`src/hw/rtl/pih_pkg.sv`:
```
package pih_pkg;

  // Field and datapath widths.
  localparam int CoordW     = 24;
  localparam int DiffW      = CoordW + 1;
  localparam int RadW       = 23;
  localparam int RadSqW     = 2 * RadW;
  localparam int LimW       = 25;
  localparam int NormW      = 16;
  localparam int NormalFrac = 14;
  localparam int ProdW      = DiffW + NormW;
  localparam int ProjW      = ProdW + 1;
  localparam int SqW        = 2 * (DiffW - 1);
  localparam int DistW      = SqW + 1;
  localparam int NumFaces   = 6;
  localparam int RegW       = 32;
  localparam int CfgIdxW    = 3;

  // Configuration register indexes.
  localparam logic [CfgIdxW-1:0] RegOuter = 3'd0;
  localparam logic [CfgIdxW-1:0] RegInner = 3'd1;
  localparam logic [CfgIdxW-1:0] RegFace0 = 3'd2;

  // One input item.
  typedef struct packed {
    logic signed [CoordW-1:0] center_x;
    logic signed [CoordW-1:0] center_y;
    logic signed [CoordW-1:0] point_x;
    logic signed [CoordW-1:0] point_y;
    logic signed [CoordW-1:0] padding;
  } pih_pt_t;

  // Token handed along the face cell chain.
  typedef struct packed {
    logic signed [DiffW-1:0] dx;
    logic signed [DiffW-1:0] dy;
    logic signed [LimW-1:0]  lim;
    logic                    reject;
    logic signed [ProjW-1:0] best;
  } pih_tok_t;

endpackage

```
`src/hw/rtl/pih_front.sv`:
```
module pih_front import pih_pkg::*; (
  input  logic                  clk_i,
  input  logic                  rst_ni,
  input  logic                  valid_i,
  output logic                  ready_o,
  input  pih_pt_t               pt_i,
  input  logic [RadW-1:0]       inner_i,
  input  logic [RadSqW-1:0]     r2_i,
  output logic                  valid_o,
  input  logic                  ready_i,
  output pih_tok_t              tok_o
);

  logic                    v0_q, v1_q, v2_q;
  logic                    rdy0, rdy1, rdy2;
  logic signed [DiffW-1:0] dx0_q, dy0_q, dx1_q, dy1_q;
  logic signed [LimW-1:0]  lim0_q, lim1_q;
  logic [SqW-1:0]          sqx_q, sqy_q;
  logic signed [2*DiffW-1:0] sqx_full, sqy_full;
  logic [DistW-1:0]        d2;
  pih_tok_t                tok_q;

  // Each stage loads when it is empty or its contents move on.
  assign rdy2    = !v2_q || ready_i;
  assign rdy1    = !v1_q || rdy2;
  assign rdy0    = !v0_q || rdy1;
  assign ready_o = rdy0;

  assign sqx_full = dx0_q * dx0_q;
  assign sqy_full = dy0_q * dy0_q;
  assign d2       = {1'b0, sqx_q} + {1'b0, sqy_q};

  // Valid bits for the three front stages.
  always_ff @(posedge clk_i or negedge rst_ni) begin
    if (!rst_ni) begin
      v0_q <= 1'b0;
      v1_q <= 1'b0;
      v2_q <= 1'b0;
    end else begin
      if (rdy0) v0_q <= valid_i;
      if (rdy1) v1_q <= v0_q;
      if (rdy2) v2_q <= v1_q;
    end
  end

  // Offset and padded inner radius.
  always_ff @(posedge clk_i) begin
    if (rdy0 && valid_i) begin
      dx0_q  <= DiffW'(pt_i.point_x) - DiffW'(pt_i.center_x);
      dy0_q  <= DiffW'(pt_i.point_y) - DiffW'(pt_i.center_y);
      lim0_q <= $signed({2'b00, inner_i}) + LimW'(pt_i.padding);
    end
  end

  // Squares of the offset components; both are below 2**48.
  always_ff @(posedge clk_i) begin
    if (rdy1 && v0_q) begin
      dx1_q  <= dx0_q;
      dy1_q  <= dy0_q;
      lim1_q <= lim0_q;
      sqx_q  <= sqx_full[SqW-1:0];
      sqy_q  <= sqy_full[SqW-1:0];
    end
  end

  // Quick rejection against the squared outer radius.
  always_ff @(posedge clk_i) begin
    if (rdy2 && v1_q) begin
      tok_q.dx     <= dx1_q;
      tok_q.dy     <= dy1_q;
      tok_q.lim    <= lim1_q;
      tok_q.reject <= d2 > DistW'(r2_i);
      tok_q.best   <= '0;
    end
  end

  assign valid_o = v2_q;
  assign tok_o   = tok_q;

endmodule

```
`config.mk`:
```
export PLATFORM = sky130hd
export DESIGN_NAME = pih_front
export DESIGN_NICKNAME = d
export VERILOG_FILES = /design/src/hw/rtl/pih_pkg.sv /design/src/hw/rtl/pih_front.sv
export SDC_FILE = /design/constraint.sdc
export NUM_CORES = 2
export LEC_CHECK = 0
export ABC_AREA = 1
export BUFFER_PORTS_ARGS = -buffer_cell sky130_fd_sc_hd__buf_2
export CAP_MARGIN = 20
export CELL_PAD_IN_SITES_DETAIL_PLACEMENT = 1
export CELL_PAD_IN_SITES_GLOBAL_PLACEMENT = 2
export CORE_UTILIZATION = 35
export CTS_BUF_LIST = sky130_fd_sc_hd__clkbuf_4
export DETAILED_ROUTE_END_ITERATION = 7
export GPL_TIMING_DRIVEN = 0
export PLACE_DENSITY = 0.78
export SKIP_CTS_REPAIR_TIMING = 1
export SYNTH_ARGS = -nofsm -noshare
export SYNTH_HDL_FRONTEND = slang
export SYNTH_SLANG_ARGS = --single-unit
```
`constraint.sdc`:
```
create_clock -name clk_i -period 9.35 [get_ports clk_i]
set_input_delay 0.935 -clock clk_i [delete_from_list [all_inputs] [get_ports clk_i]]
set_output_delay 0.935 -clock clk_i [all_outputs]
set_load 0.02 [all_outputs]
```
==> key figures <==
Clock tree
  • Clock Latency Late Sink: 1.02 ns
  • CTS max path bufs: 3
  • Clock-pin slew on the worst setup and hold paths: 0.07 ns
  • CTS tree: done
  • H-tree Lvls: 3
  • Clock buffer count from CTS: 89
  • CTS sink cnt: 321
  • Root Buffer: clkbuf_4

Hold path
  • Hold Path Sink: valid_o
  • Hold path startpoint: ready_i
  • Path type of the worst min-delay path: input pin to register
  • Worst hold stages: 4

Worst setup path
  • Kind of critical path: register to register
  • Reg2Reg Depth: 23
  • FF-to-FF End: sqx_q[32]
  • Worst endpoint data arrival time: 9.64 ns
  • Crit path required time: 9.99 ns
  • FF-to-FF setup slack: 0.36 ns
  • Worst-path maximum fanout: 10
  • Critical Path Start Type: register
  • Worst reg2reg path startpoint: dx0_q[8]
  • CP Capture Type: register
  • Crit. Startpoint: dx0_q[8]

STA
  • Crit share post-route: 96.2%
  • Worst slew pin tran: 1.17 ns
  • Slew Limit Headroom: 21.9%
  • RSZ-0062 raised after global routing: false
  • Minimum clock period: 8.99 ns
  • Fmax: 0.111 GHz
  • Final hold violation count: 0
  • Final TNS setup: 0 ns
  • Clock Skews: 0.156 ns
  • Final Max Tran Viols: 0
  • Setup violators final: 0

Cells and area
  • Synth-to-layout area growth: 9.60%
  • Final #Nets: 8717
  • FILL cells: 19.8k
  • Final cell count without fillers: 9163
  • Layout cells sized above 1: 8.09%

GRT
  • GRT Total Usage: 24.0%
  • First-pass GRT wire length: 302 mm
  • Largest net degree at the start of global routing: 112
  • Total grt overflow: 0
  • Initial antenna violation count: 38
  • Vias in the first global route: 49.7k

Synthesis
  • Cell Area, Synth: 59200 um2
  • Post-synthesis sequential area ratio: 16.3%
  • Main area contributors after synthesis: fa_1 (40%), edfxtp_1 (16%), inv_1 (12%), ha_1 (9.7%), nand2_1 (6.8%)
  • Yosys cell types: 60
  • Asr flop ratio synth: 0.935%
  • FF+latch count, synth: 321
  • EDFF count, synth: 318
  • Syn Area/Cell: 9.14 um2
  • Synth Instances: 6472
  • Synth area leader: fa_1
  • Warnings, synthesis: 0
  • Post-synth top area share: 40.1%
  • Top_reg_cell synth: edfxtp_1

Place
  • I/O Buffers: 270
  • Gp weighted congestion: 0.951
  • Placed Cells: 8992
  • DP Wirelength: 174 mm

Floorplan
  • Initial cell density of the core: 35.3%
  • Die Wd: 413 um
  • Top Ports: 313
  • Die area: 171000 um2
  • Die Y: 413 um
  • Row Count: 150
  • Core area: 167000 um2

Drt
  • Routed WL per cell: 21.8 um
  • Final ANT Viol Nets: 0
  • DRC Markers: 0
  • Post-DR vias/cell: 4.79
  • Routed WL: 200 mm
  • Total number of vias: 43.9k
  • 1st-iter DRT viols: 2481
  • Pre-antenna DRT Iters: 5

Outcome
  • Run status: finished, final reports clean

Run
  • Max Cap Viol: 0
-- cells by family after synthesis --
kind of cell,Yosys count,share of synthesized area [%]
adder cells (fa/ha/maj),1643,49.8
AO/OA/AOI/OAI,584,5.88
XOR/XNOR,244,3.65
buffers and inverters,2117,13.7
AND/OR/NAND/NOR,1562,10.7
other,1,0.00634
flip-flops,321,16.3
-- area by class of cell --
class / instances / area (um2) / share of cell area [%]
Multi-Input combinational cell: 4075 / 41600 / 64.1
Inverter: 1924 / 7230 / 11.2
Timing Repair Buffer: 277 / 1500 / 2.31
Tap cell: 2204 / 2760 / 4.25
Buffer: 193 / 895 / 1.38
Sequential cell: 321 / 9620 / 14.8
Antenna cell: 14 / 35.0 / 0.0540
Clock inverter: 27 / 243 / 0.374
Clock buffer: 128 / 961 / 1.48
-- state kept, by name (all words and copies together), names as in the netlist --
signal / count
dx0_q: 25
sqx_q: 46
tok_o: 76
dy0_q: 25
dy1_q: 25
lim1_q: 25
v1_q: 1
lim0_q: 25
valid_o: 1
v0_q: 1
dx1_q: 25
sqy_q: 46
-- placed cells by master, fill, tap and decap left out, types with 23 or more instances in the layout --
cell	instances
o21ai_0	116
ha_1	458
a31oi_1	35
a21oi_1	266
o21ai_1	24
edfxtp_1	318
conb_1	42
xor2_1	144
buf_4	43
nand3_1	93
a21o_1	35
xnor2_1	97
o21bai_1	23
fa_1	1185
nand2_1	1074
clkbuf_1	143
clkbuf_4	128
nor3_1	32
inv_1	1909
nand4_1	32
buf_2	271
nor2_1	274
-- how the worst max path moves through the flow --
stage / end / depth (start not counted)
2_1_floorplan: sqy_q[45] / 24
3_3_place_gp: sqx_q[43] / 21
3_5_place_dp: sqx_q[43] / 21
4_1_cts: sqx_q[43] / 21
5_1_grt: sqx_q[32] / 23
6_report: sqx_q[32] / 23
-- through the flow --
step,hold slack [ns],worst slack [ns],instance area [um2],utilization (%)
final,0.295,0.357,64800,38.7
after global routing,0.224,0.0898,64800,38.7
after CTS,-0.394,0.414,64800,38.7
after detailed placement,0.406,0.633,63600,38.0
after global placement,0.402,0.688,63400,37.9
after floorplan,0.400,2.64,59300,-
-- layer usage --
metal / global-route usage, % / wire [um]
met4: 4.52 / 3850
met3: 4.00 / 11800
met5: 0 / 76
met2: 41.3 / 97200
met1: 31.7 / 86600
-- critical path: stages (launching register included) --
cell,delay [ns]
edfxtp_1,0.56
clkdlybuf4s15_1,0.76
clkbuf_1,0.93
nand2_1,0.24
fa_1,0.61
inv_1,0.07
fa_1,0.44
fa_1,0.53
inv_1,0.05
fa_1,0.50
inv_1,0.06
fa_1,0.50
fa_1,0.54
inv_1,0.07
fa_1,0.52
inv_1,0.05
ha_1,0.36
nand2_1,0.12
nor2_1,0.27
nand2_1,0.13
nor4_1,0.53
a21o_1,0.27
a31oi_1,0.12
xnor2_1,0.36
-- synth_stat cells (all sizes together) (4+ instances only) --
cell,number
nor4,19
inv,1924
o21bai,30
a211oi,7
edfxtp,318
and3,6
clkbuf,145
o211ai,7
nor2,281
xor2,146
nor3,33
nand3,94
ha,458
xnor2,98
o21ai,154
buf,48
a21o,35
a21boi,8
a21oi,284
o21a,11
nand4,32
fa,1185
nand2,1081
a31oi,35
nor3b,4
or2,12
Power is left out: the tool's default activity adds up to more than one toggle a clock period on the data nets, which glitch-free logic cannot reach.
